==> config.mk <==
export PLATFORM = sky130hd
export DESIGN_NAME = serial_command_line_assembler
export DESIGN_NICKNAME = d
export VERILOG_FILES = /design/src/scla_pkg.sv /design/src/scla_ram.sv /design/src/scla_ctrl.sv /design/src/scla_dp.sv /design/src/serial_command_line_assembler.sv
export SDC_FILE = /design/constraint.sdc
export NUM_CORES = 1
export LEC_CHECK = 0
export BUFFER_PORTS_ARGS = -buffer_cell sky130_fd_sc_hd__buf_2
export CORE_UTILIZATION = 35
export DETAILED_ROUTE_END_ITERATION = 6
export PLACE_DENSITY = 0.59
export SETUP_SLACK_MARGIN = 0.4
export SLEW_MARGIN = 20
export SYNTH_ARGS = -nofsm -noshare
export SYNTH_HDL_FRONTEND = slang
export SYNTH_SLANG_ARGS = --single-unit
==> constraint.sdc <==
create_clock -name clock -period 3.1 [get_ports clock]
set_input_delay 0.31 -clock clock [delete_from_list [all_inputs] [get_ports clock]]
set_output_delay 0.31 -clock clock [all_outputs]
set_load 0.02 [all_outputs]
==> src/scla_pkg.sv <==
// Shared types and constants for the serial command line assembler.
// Holds the character codes, the result kinds, the controller states and
// the command and status records between the controller and the datapath.
`default_nettype none

package scla_pkg;

   // Default line store size in bytes.
   localparam int LINE_BYTES_DEF = 32;

   // Width of one character.
   localparam int DATA_W = 8;

   // Control characters recognized by the line editor.
   localparam logic [DATA_W-1:0] CH_BACKSPACE = 8'h08;
   localparam logic [DATA_W-1:0] CH_CR        = 8'h0D;
   localparam logic [DATA_W-1:0] CH_LF        = 8'h0A;
   localparam logic [DATA_W-1:0] CH_NUL       = 8'h00;

   // Configuration register indexes.
   localparam logic CSR_ECHO_ENABLE    = 1'b0;
   localparam logic CSR_COMMAND_ENABLE = 1'b1;

   // Kind of a result.
   typedef enum logic [1:0] {
      KIND_ECHO = 2'd0,
      KIND_CHAR = 2'd1,
      KIND_TERM = 2'd2
   } kind_type;

   // Controller states.
   typedef enum logic [1:0] {
      S_IDLE,
      S_ISSUE,
      S_EMIT,
      S_TERM
   } state_type;

   // Commands from the controller to the datapath.
   typedef struct packed {
      logic take;       // request accepted this cycle
      logic load_echo;  // load an echo result into the output register
      logic idx_clear;  // restart the read-out index
      logic rd_issue;   // read the line store at the read-out index
      logic load_char;  // load a command character result
      logic load_term;  // load the terminator result and clear the line
   } cmd_type;

   // Status from the datapath to the controller.
   typedef struct packed {
      logic is_lineend; // the offered byte ends the line
      logic echo_en;    // echo is enabled
      logic out_free;   // the output register can take a result this cycle
      logic idx_done;   // every stored character has been read out
   } status_type;

endpackage

`default_nettype wire

==> src/scla_ram.sv <==
// Generic single-write, single-read RAM with a registered read port.
// Depends on scla_pkg for its default sizes.
`default_nettype none

module scla_ram
   import scla_pkg::*;
#(
   parameter int WIDTH = DATA_W,
   parameter int DEPTH = LINE_BYTES_DEF
) (
   input  wire logic                     clock,
   input  wire logic                     wr_en,
   input  wire logic [$clog2(DEPTH)-1:0] wr_addr,
   input  wire logic [WIDTH-1:0]         wr_data,
   input  wire logic                     rd_en,
   input  wire logic [$clog2(DEPTH)-1:0] rd_addr,
   output logic      [WIDTH-1:0]         rd_data
);

   logic [WIDTH-1:0] mem_ff [DEPTH];
   logic [WIDTH-1:0] rd_data_ff;

   // Write port.
   always_ff @(posedge clock) begin
      if (wr_en) begin
         mem_ff[wr_addr] <= wr_data;
      end
   end

   // Registered read port; the data holds until the next read.
   always_ff @(posedge clock) begin
      if (rd_en) begin
         rd_data_ff <= mem_ff[rd_addr];
      end
   end

   assign rd_data = rd_data_ff;

endmodule

`default_nettype wire

==> src/scla_ctrl.sv <==
// Controller state machine of the command line assembler.
// Depends on scla_pkg for the state, command and status types.
`default_nettype none

module scla_ctrl
   import scla_pkg::*;
(
   input  wire logic       clock,
   input  wire logic       reset,
   input  wire logic       req_tvalid,
   output logic            req_tready,
   input  wire status_type status,
   output cmd_type         cmd
);

   state_type state_ff, state_in;

   // State register.
   always_ff @(posedge clock) begin
      if (reset) begin
         state_ff <= S_IDLE;
      end else begin
         state_ff <= state_in;
      end
   end

   // Next state.
   always_comb begin
      state_in = state_ff;
      unique case (state_ff)
         S_IDLE: begin
            if (req_tvalid && status.out_free && status.is_lineend) begin
               state_in = S_ISSUE;
            end
         end
         S_ISSUE: begin
            if (status.idx_done) begin
               state_in = S_TERM;
            end else begin
               state_in = S_EMIT;
            end
         end
         S_EMIT: begin
            if (status.out_free) begin
               state_in = S_ISSUE;
            end
         end
         S_TERM: begin
            if (status.out_free) begin
               state_in = S_IDLE;
            end
         end
         default: state_in = S_IDLE;
      endcase
   end

   // Outputs.
   always_comb begin
      cmd        = '0;
      req_tready = 1'b0;
      unique case (state_ff)
         S_IDLE: begin
            req_tready    = status.out_free;
            cmd.take      = req_tvalid && status.out_free;
            cmd.load_echo = req_tvalid && status.out_free && status.echo_en;
            cmd.idx_clear = req_tvalid && status.out_free && status.is_lineend;
         end
         S_ISSUE: begin
            cmd.rd_issue = !status.idx_done;
         end
         S_EMIT: begin
            cmd.load_char = status.out_free;
         end
         S_TERM: begin
            cmd.load_term = status.out_free;
         end
         default: begin
            cmd = '0;
         end
      endcase
   end

   // Only one result is loaded into the output register per cycle.
   a_one_load: assert property (@(posedge clock) disable iff (reset)
      $onehot0({cmd.load_echo, cmd.load_char, cmd.load_term}))
      else $error("more than one result loaded in a cycle");

   // A line end always leads to the read-out of the line.
   a_lineend_readout: assert property (@(posedge clock) disable iff (reset)
      cmd.idx_clear |=> state_ff == S_ISSUE)
      else $error("line end did not start the read-out");

   // A stalled character keeps the controller waiting to emit it.
   a_emit_hold: assert property (@(posedge clock) disable iff (reset)
      (state_ff == S_EMIT && !status.out_free) |=> state_ff == S_EMIT)
      else $error("character dropped while the output was stalled");

endmodule

`default_nettype wire

==> src/scla_dp.sv <==
// Datapath of the command line assembler: configuration registers, line
// store, length and overflow state, read-out index and output register.
// Depends on scla_pkg and scla_ram.
`default_nettype none

module scla_dp
   import scla_pkg::*;
#(
   parameter int LINE_BYTES = LINE_BYTES_DEF
) (
   input  wire logic              clock,
   input  wire logic              reset,
   input  wire logic              csr_we,
   input  wire logic              csr_index,
   input  wire logic              csr_wdata,
   input  wire logic [DATA_W-1:0] rx_byte,
   input  wire cmd_type           cmd,
   output status_type             status,
   input  wire logic              rsp_tready,
   output logic                   rsp_valid,
   output kind_type               rsp_kind,
   output logic      [DATA_W-1:0] rsp_data,
   output logic                   rsp_overflow,
   output logic                   rsp_last
);

   localparam int LEN_W = $clog2(LINE_BYTES);
   localparam logic [LEN_W-1:0] LAST_POS = LEN_W'(LINE_BYTES - 1);

   logic              echo_en_ff;
   logic              cmd_en_ff;
   logic [LEN_W-1:0]  len_ff, len_in;
   logic              dropped_ff, dropped_in;
   logic [LEN_W-1:0]  idx_ff, idx_in;
   logic              wr_en;
   logic              is_bs;
   logic              is_lineend;
   logic [DATA_W-1:0] rd_data;
   logic              out_free;

   logic              out_valid_ff, out_valid_in;
   kind_type          out_kind_ff, out_kind_in;
   logic [DATA_W-1:0] out_data_ff, out_data_in;
   logic              out_ovf_ff, out_ovf_in;
   logic              out_last_ff, out_last_in;

   // Configuration registers.
   always_ff @(posedge clock) begin
      if (reset) begin
         echo_en_ff <= 1'b0;
         cmd_en_ff  <= 1'b1;
      end else if (csr_we) begin
         unique case (csr_index)
            CSR_ECHO_ENABLE:    echo_en_ff <= csr_wdata;
            CSR_COMMAND_ENABLE: cmd_en_ff  <= csr_wdata;
            default:            echo_en_ff <= echo_en_ff;
         endcase
      end
   end

   // Classify the offered byte.
   assign is_bs      = (rx_byte == CH_BACKSPACE);
   assign is_lineend = cmd_en_ff && ((rx_byte == CH_CR) || (rx_byte == CH_LF));

   // Line editing: backspace, append or drop, and clearing after the terminator.
   always_comb begin
      len_in     = len_ff;
      dropped_in = dropped_ff;
      wr_en      = 1'b0;
      if (cmd.load_term) begin
         len_in     = '0;
         dropped_in = 1'b0;
      end else if (cmd.take && !is_lineend) begin
         if (is_bs) begin
            if (len_ff != '0) begin
               len_in = len_ff - LEN_W'(1);
            end
         end else if (len_ff < LAST_POS) begin
            wr_en  = 1'b1;
            len_in = len_ff + LEN_W'(1);
         end else begin
            dropped_in = 1'b1;
         end
      end
   end

   always_ff @(posedge clock) begin
      if (reset) begin
         len_ff     <= '0;
         dropped_ff <= 1'b0;
      end else begin
         len_ff     <= len_in;
         dropped_ff <= dropped_in;
      end
   end

   // Line store.
   scla_ram #(
      .WIDTH (DATA_W),
      .DEPTH (LINE_BYTES)
   ) u_line_ram (
      .clock   (clock),
      .wr_en   (wr_en),
      .wr_addr (len_ff),
      .wr_data (rx_byte),
      .rd_en   (cmd.rd_issue),
      .rd_addr (idx_ff),
      .rd_data (rd_data)
   );

   // Read-out index.
   always_comb begin
      idx_in = idx_ff;
      if (cmd.idx_clear) begin
         idx_in = '0;
      end else if (cmd.load_char) begin
         idx_in = idx_ff + LEN_W'(1);
      end
   end

   always_ff @(posedge clock) begin
      if (reset) begin
         idx_ff <= '0;
      end else begin
         idx_ff <= idx_in;
      end
   end

   // Output register; it takes a new result when empty or being drained.
   assign out_free = !out_valid_ff || rsp_tready;

   always_comb begin
      out_valid_in = out_valid_ff && !rsp_tready;
      out_kind_in  = out_kind_ff;
      out_data_in  = out_data_ff;
      out_ovf_in   = out_ovf_ff;
      out_last_in  = out_last_ff;
      if (cmd.load_echo) begin
         out_valid_in = 1'b1;
         out_kind_in  = KIND_ECHO;
         out_data_in  = rx_byte;
         out_ovf_in   = 1'b0;
         out_last_in  = !is_lineend;
      end else if (cmd.load_char) begin
         out_valid_in = 1'b1;
         out_kind_in  = KIND_CHAR;
         out_data_in  = rd_data;
         out_ovf_in   = 1'b0;
         out_last_in  = 1'b0;
      end else if (cmd.load_term) begin
         out_valid_in = 1'b1;
         out_kind_in  = KIND_TERM;
         out_data_in  = CH_NUL;
         out_ovf_in   = dropped_ff;
         out_last_in  = 1'b1;
      end
   end

   always_ff @(posedge clock) begin
      if (reset) begin
         out_valid_ff <= 1'b0;
      end else begin
         out_valid_ff <= out_valid_in;
      end
   end

   always_ff @(posedge clock) begin
      out_kind_ff <= out_kind_in;
      out_data_ff <= out_data_in;
      out_ovf_ff  <= out_ovf_in;
      out_last_ff <= out_last_in;
   end

   assign rsp_valid    = out_valid_ff;
   assign rsp_kind     = out_kind_ff;
   assign rsp_data     = out_data_ff;
   assign rsp_overflow = out_ovf_ff;
   assign rsp_last     = out_last_ff;

   // Status toward the controller.
   always_comb begin
      status.is_lineend = is_lineend;
      status.echo_en    = echo_en_ff;
      status.out_free   = out_free;
      status.idx_done   = (idx_ff == len_ff);
   end

   // The line never holds more than one byte less than the store size.
   a_len_bound: assert property (@(posedge clock) disable iff (reset)
      len_ff <= LAST_POS)
      else $error("line length beyond the store");

   // The terminator clears the line and the overflow flag.
   a_term_clears: assert property (@(posedge clock) disable iff (reset)
      cmd.load_term |=> (len_ff == '0) && !dropped_ff)
      else $error("line not cleared after the terminator");

   // The read-out index never passes the line length.
   a_idx_bound: assert property (@(posedge clock) disable iff (reset)
      cmd.rd_issue |-> idx_ff < len_ff)
      else $error("read beyond the stored line");

endmodule

`default_nettype wire

==> src/serial_command_line_assembler.sv <==
// Command line assembler: an ordinary byte or backspace is accepted while the
// block is idle and the output is free; its echo, if enabled, shows on the
// result channel the next cycle. A line end reads each stored character out
// with one store read and one output load, then loads the terminator, and
// takes no new request until then; rsp_tready stalls hold up the read-out.
// Synchronous active-high reset clears length, flag, registers, not the store.
`default_nettype none

module serial_command_line_assembler
   import scla_pkg::*;
#(
   parameter int LINE_BYTES = LINE_BYTES_DEF
) (
   input  wire logic        clock,
   input  wire logic        reset,
   // Configuration write port.
   input  wire logic        csr_we,
   input  wire logic        csr_index,
   input  wire logic        csr_wdata,
   // Request channel.
   input  wire logic        req_tvalid,
   output logic             req_tready,
   input  wire logic [7:0]  req_tdata,   // [7:0] rx_byte
   // Result channel.
   output logic             rsp_tvalid,
   input  wire logic        rsp_tready,
   output logic      [15:0] rsp_tdata,   // [7:0] data, [8] overflow, [15:9] zero
   output logic      [1:0]  rsp_tuser,   // [1:0] kind
   output logic             rsp_tlast
);

   cmd_type           cmd;
   status_type        status;
   kind_type          rsp_kind;
   logic [DATA_W-1:0] rsp_data;
   logic              rsp_overflow;

   scla_ctrl u_ctrl (
      .clock      (clock),
      .reset      (reset),
      .req_tvalid (req_tvalid),
      .req_tready (req_tready),
      .status     (status),
      .cmd        (cmd)
   );

   scla_dp #(
      .LINE_BYTES (LINE_BYTES)
   ) u_dp (
      .clock        (clock),
      .reset        (reset),
      .csr_we       (csr_we),
      .csr_index    (csr_index),
      .csr_wdata    (csr_wdata),
      .rx_byte      (req_tdata),
      .cmd          (cmd),
      .status       (status),
      .rsp_tready   (rsp_tready),
      .rsp_valid    (rsp_tvalid),
      .rsp_kind     (rsp_kind),
      .rsp_data     (rsp_data),
      .rsp_overflow (rsp_overflow),
      .rsp_last     (rsp_tlast)
   );

   // Pack the result fields.
   assign rsp_tdata = {7'b0, rsp_overflow, rsp_data};
   assign rsp_tuser = rsp_kind;

endmodule

`default_nettype wire

==> results.json, run 1 <==
{
  "worst_slew_pin_slew_ps": 872,
  "coreArea_sq_mm": 0.0329,
  "post_cts_buffers": 0,
  "final_util_pct": 41.6,
  "tns_ps": 0,
  "finClkSkew_ps": 14.3,
  "slew_headroom_pct": 41.6,
  "final_common_cell": "edfxtp_1",
  "finalCriticalPeriod_ps": 2610,
  "holdWs_ps": 32.9,
  "grt_pass1_vias": 6107,
  "drtAntennaViolNets": 0,
  "crit_chain": "nand2b_1 -> or3_1 -> nor2_1 -> nand4_1 -> buf_4 -> nor2_1",
  "synth-compound-area-share_pct": 5.37,
  "r2r-end": "u_dp.u_line_ram.mem_ff[7][5]",
  "syn_area_sq_mm": 0.0118,
  "routedWlPerCell_um": 21.5,
  "cpPeakStageDelay_ps": 560,
  "ys_seq_area_share_pct": 72.8,
  "synthSimpleGateAreaFrac_pct": 5.27,
  "synth_warnings": 0,
  "dp_hpwl_um": 16600,
  "reg2reg_from": "u_ctrl.state_ff[0]",
  "min_path_type": "primary input to register",
  "fin_crit_sh_pct": 84.2,
  "run_status": "complete, no violations",
  "die_x_um": 186,
  "worstPathRequired_ps": 3270,
  "drc_errors": 0,
  "leakage_nw": 4.28,
  "crit_type": "register to register",
  "endpoint_kind": "register",
  "cts_tree": "done",
  "synth.distinct_cells": 53,
  "grt_max_degree": 36,
  "start_util_pct": 35.9,
  "grt_first_pass_wirelength_um": 39000,
  "final_layout_size_suffix_gt1_share_pct": 22.3,
  "clkLatencyLatePin_ps": 540,
  "ir_drop_v": 0.000314,
  "std_cell_rows": 66,
  "holdPathStages": 3,
  "setup_viol": 0,
  "final_cell_mix": "edfxtp_1 (273), mux2i_1 (85), nor2_1 (38)",
  "cts_hold_buf": 0,
  "crit_fanout": 9,
  "finalMaxSlewViolations": 0,
  "muxShareOfSynthArea_pct": 13.3,
  "area.growth.synth_to_final_pct": 16.0,
  "clock_sinks": 292,
  "portBuffers": 28,
  "synth_cells": 685,
  "gr-total-overflow": 0,
  "synth_xor_area_share_pct": 0.892,
  "diodes": 0,
  "hold_viol": 0,
  "slowest_stage": "nor2_1",
  "cts_buffers": 30,
  "hp-start": "csr_wdata",
  "viasPerCell": 5.12,
  "wl_um": 26200,
  "gp_congestion": 0.826,
  "rrSetupSlack_ps": 490,
  "crit_top_cell": "nor2_1",
  "reg2reg_depth": 6,
  "total_power_mw": 8.18,
  "clk_pin_slew_ps": 60,
  "clock.fmax_ghz": 0.383,
  "antenna_found_initial": 2,
  "nets": 770,
  "crit_path_start_kind": "register",
  "fill_cells": 3005,
  "cts_root_buf": "clkbuf_16",
  "via_count": 6236,
  "async_flop_share_pct": 0,
  "rsz0062_at_grt": "yes",
  "clock_path_buffers": 3,
  "synth_top_family_by_area": "multiplexers",
  "htreeDepth": 1,
  "ys_ff_latch": 292,
  "whs_endpoint": "u_dp.echo_en_ff",
  "synth_edf_count": 273,
  "dieHeight_um": 186,
  "drtPass1Iterations": 6,
  "io_pins": 36,
  "drt_first_iter_violations": 484,
  "ys.flop_type": "edfxtp_1",
  "cap_violations": 0,
  "avgSynthCellArea_sq_um": 17.2,
  "synth_adder_area_share_pct": 0.318,
  "fp.dieArea_sq_mm": 0.0344,
  "grt_usage_pct": 15.6,
  "arrival_ps": 2780,
  "p_per_area_mw_per_mm2": 599
}
-- metrics by stage --
stage / worst slack, ps / cell area, sq um / cells
after floorplan: 569 / 11800 / 699
after global placement: 409 / 12700 / 1162
after detailed placement: 322 / 12700 / 1162
after CTS: 433 / 13600 / 1217
after global routing: 309 / 13700 / 1217
final: 490 / 13700 / 1217
-- state kept, by name, summed over array words and instances, names as in the netlist, 2 cells and up --
signal / count
u_dp.u_line_ram.mem_ff: 256
u_dp.idx_ff: 5
u_dp.rsp_data: 8
u_ctrl.state_ff: 2
u_dp.rsp_kind: 2
u_dp.len_ff: 5
u_dp.u_line_ram.rd_data: 8
-- timing repair --
item                                   in CTS  in global routing
endpoints found under the hold margin       0                  0
gates resized for setup                     0                 11
setup endpoints to repair                   0                122
-- worst max-delay path, delay by kind of cell, from the launching register on --
family | cells | cell delay [ps]
flip-flops | 1 | 390
buffers and inverters | 1 | 240
AND/OR/NAND/NOR | 5 | 1610
-- Yosys cell counts (all sizes together), types with 2 or more instances --
cell type / n / area (sq um)
nor2b: 4 / 25.0
mux2i: 85 / 851
a22o: 23 / 203
or2: 2 / 12.5
edfxtp: 273 / 8200
o221ai: 8 / 70.1
xnor2: 8 / 70.1
nand2: 20 / 75.1
nor3: 13 / 65.1
nand3b: 6 / 45.0
nand2b: 6 / 37.5
nand4: 4 / 25.0
inv: 3 / 11.3
a21oi: 19 / 95.1
or3b: 2 / 17.5
a22oi: 8 / 60.1
nor3b: 2 / 15.0
buf: 26 / 148
clkbuf: 21 / 78.8
xor2: 4 / 35.0
nor4: 2 / 12.5
a31oi: 9 / 56.3
nand3: 4 / 20.0
dfxtp: 19 / 380
o21ai: 3 / 15.0
ha: 3 / 37.5
or4: 3 / 26.3
or3: 5 / 32.5
mux4: 32 / 721
and2: 2 / 12.5
nor2: 49 / 184
-- cell type report --
class	instances	area [sq um]	area share, %
clock buffer	37	808	5.91
clock inverter	18	178	1.30
inverter	3	11.3	0.0824
multi-input combinational	357	3060	22.4
sequential	292	8580	62.8
tap	442	553	4.05
timing repair buffer	68	478	3.50
-- per-layer routing --
metal	part of all wire, %	track usage, %	wire length [um]	vias to the layer above
met1	45	21.9	11900	3184
met4	2.4	4.99	624	0
met5	0	0	0	-
li1	-	-	-	2829
met2	48	25.0	12400	177
met3	4.7	2.07	1240	46
-- report_power, final --
part,internal [mW],leakage (nW),switching [mW]
logic,0.0760,1.18,0.181
registers,4.35,2.62,0.0228
clock network,2.10,0.481,1.46
total,6.53,4.28,1.66
-- logic make-up after synthesis --
kind of cell             after synthesis
AO/OA/AOI/OAI                         84
XOR/XNOR                              12
adder cells (fa/ha/maj)                3
buffers and inverters                 50
flip-flops                           292
multiplexers                         117
other                                  1
AND/OR/NAND/NOR                      126
-- how the worst max path moves through the flow --
stage                     slack (ps)                from                       endpoint
after detailed placement         320        req_tdata[1]   u_dp.u_line_ram.mem_ff[6][4]
after global placement           410        req_tdata[1]  u_dp.u_line_ram.mem_ff[22][3]
after floorplan                  570        req_tdata[6]                 u_dp.len_ff[4]
final                            490  u_ctrl.state_ff[0]   u_dp.u_line_ram.mem_ff[7][5]
after global routing             310  u_ctrl.state_ff[0]   u_dp.u_line_ram.mem_ff[7][0]
after CTS                        430  u_ctrl.state_ff[0]   u_dp.u_line_ram.mem_ff[6][5]
Note: power is estimated with default switching activity, not from simulation.
==> run 2, diff against run 1 <==
--- a/config.mk
+++ b/config.mk
@@ -8,7 +8,7 @@
 export BUFFER_PORTS_ARGS = -buffer_cell sky130_fd_sc_hd__buf_2
 export CORE_UTILIZATION = 35
 export DETAILED_ROUTE_END_ITERATION = 6
-export PLACE_DENSITY = 0.59
+export PLACE_DENSITY = 0.61
 export SETUP_SLACK_MARGIN = 0.4
 export SLEW_MARGIN = 20
 export SYNTH_ARGS = -nofsm -noshare
==> constraint.sdc (replaced) <==
create_clock -name clock -period 2.4 [get_ports clock]
set_input_delay 0.24 -clock clock [delete_from_list [all_inputs] [get_ports clock]]
set_output_delay 0.24 -clock clock [all_outputs]
set_load 0.02 [all_outputs]
==> run 2 against run 1 <==
Maximum frequency grew 18%. Clock-buffer cell count is 1 higher. Hold slack improved by 41 ps. Wire length is 4.0% higher. Largest power group unchanged. Global-route usage is 0.28 points higher. Non-clock buffer count up 51.
==> results.json, run 2 (same netlist as run 1, synthesis figures left out) <==
{
  "routedWlPerCell_um": 21.5,
  "clock.fmax_ghz": 0.454,
  "endpoint_kind": "register",
  "slew_headroom_pct": 63.8,
  "fp.dieArea_sq_mm": 0.0344,
  "gp_congestion": 0.841,
  "start_util_pct": 35.9,
  "grt_max_degree": 46,
  "worstPathRequired_ps": 2650,
  "area.growth.synth_to_final_pct": 24.9,
  "clock_sinks": 292,
  "final_layout_size_suffix_gt1_share_pct": 31.9,
  "grt_first_pass_wirelength_um": 39800,
  "portBuffers": 28,
  "grt_pass1_vias": 6389,
  "wl_um": 27200,
  "drc_errors": 0,
  "dp_hpwl_um": 17200,
  "finalCriticalPeriod_ps": 2200,
  "gr-total-overflow": 0,
  "cap_violations": 0,
  "nets": 820,
  "regMostFlops": "u_dp.u_line_ram.mem_ff",
  "run_status": "complete, no violations",
  "fin_crit_sh_pct": 91.9,
  "coreArea_sq_mm": 0.0329,
  "htreeDepth": 1,
  "final_util_pct": 44.8,
  "drt_first_iter_violations": 526,
  "crit_fanout": 8,
  "dieHeight_um": 186,
  "cts_tree": "done",
  "finClkSkew_ps": 27.1,
  "crit_type": "register to register",
  "p_per_area_mw_per_mm2": 721,
  "hold_viol": 0,
  "grt_usage_pct": 15.9,
  "final_cell_mix": "edfxtp_1 (273), mux2i_1 (82), buf_4 (39)",
  "die_x_um": 186,
  "std_cell_rows": 66,
  "diodes": 0,
  "drtAntennaViolNets": 0,
  "finalMaxSlewViolations": 0,
  "antenna_found_initial": 1,
  "setup_viol": 0,
  "via_count": 6493,
  "cts_root_buf": "clkbuf_16",
  "clkLatencyLatePin_ps": 550,
  "rsz0062_at_grt": "yes",
  "io_pins": 36,
  "tns_ps": 0,
  "fill_cells": 2857,
  "final_common_cell": "edfxtp_1",
  "design_area_sq_mm": 0.0147,
  "crit_path_start_kind": "register",
  "clock_path_buffers": 3,
  "largest_reg_flops": 256,
  "placed_cell_area_sq_mm": 0.0131,
  "min_path_type": "primary input to register",
  "leakage_nw": 4.65,
  "arrival_ps": 2460,
  "holdWs_ps": 73.5,
  "ir_drop_v": 0.000442,
  "cts_buffers": 29,
  "viasPerCell": 5.12,
  "clk_pin_slew_ps": 60,
  "worst_slew_pin_slew_ps": 536,
  "drtPass1Iterations": 6
}
## run 2: cell types whose count changed in the layout (fill, tap and decap cells not counted), sizes merged
cell | previous run | this run
bufinv | 3 | 4
clkinvlp | 3 | 1
dlygate4sd3 | 0 | 3
clkinv | 12 | 10
clkbuf | 37 | 39
bufbuf | 0 | 1
inv | 3 | 4
buf | 68 | 114
## run 2: worst max-delay path, cell delays in order (launching register included)
cell and delay (ps):
dfxtp_4 370, and4b_1 190, o311a_1 380, buf_6 140, nor2_4 150, nand4_1 180, buf_6 220, nor2_4 130
buf_12 130
## run 2: final timing paths
path	startpoint	end	cells past startpoint	slack [ps]
max	u_dp.cmd_en_ff	u_dp.u_line_ram.mem_ff[3][1]	8	200
min	csr_index	u_dp.echo_en_ff	4	70
max reg2reg	u_dp.cmd_en_ff	u_dp.u_line_ram.mem_ff[3][1]	8	200
min reg2reg	u_dp.rsp_overflow	u_dp.rsp_overflow	2	450
## run 2: power by group
group | switching (mW) | internal, mW | total, mW | leakage (nW)
combinational | 0.286 | 0.146 | 0.432 | 1.56
clock | 1.82 | 2.71 | 4.53 | 0.478
sequential | 0.0274 | 5.62 | 5.65 | 2.62
total | 2.13 | 8.48 | 10.6 | 4.65
## run 2: per-stage QoR
step | power [mW] | setup slack, ps | instances
after floorplan | 5.93 | 64.9 | 699
after global placement | 6.13 | -31.9 | 1193
after detailed placement | 6.14 | -65.8 | 1193
after CTS | 10.7 | 274 | 1263
after global routing | 10.9 | 130 | 1267
final | 10.6 | 195 | 1267
## run 2: cell type report
cell class	instances	area [sq um]	share of cell area, %
Clock inverter	16	185	1.26
Multi-Input combinational cell	357	3390	23.0
Tap cell	442	553	3.76
Timing Repair Buffer	119	1210	8.24
Clock buffer	38	779	5.30
Inverter	3	11.3	0.0765
Sequential cell	292	8590	58.4
## run 2: timing repair
item                                   4_1_cts  5_1_grt
buffers inserted                            12        3
cloned                                       1        1
pin swaps                                   23       10
resized for setup                           64       21
hold buffers                                 3        0
setup endpoints to repair                  265      270
endpoints found under the hold margin        5        0
## run 2: metal layers
layer	routed length (um)	share of wire (%)	track usage, %
met2	12600	46	24.8
met5	0	0	0
met4	580	2.1	4.33
met1	12700	47	23.1
met3	1310	4.8	2.15
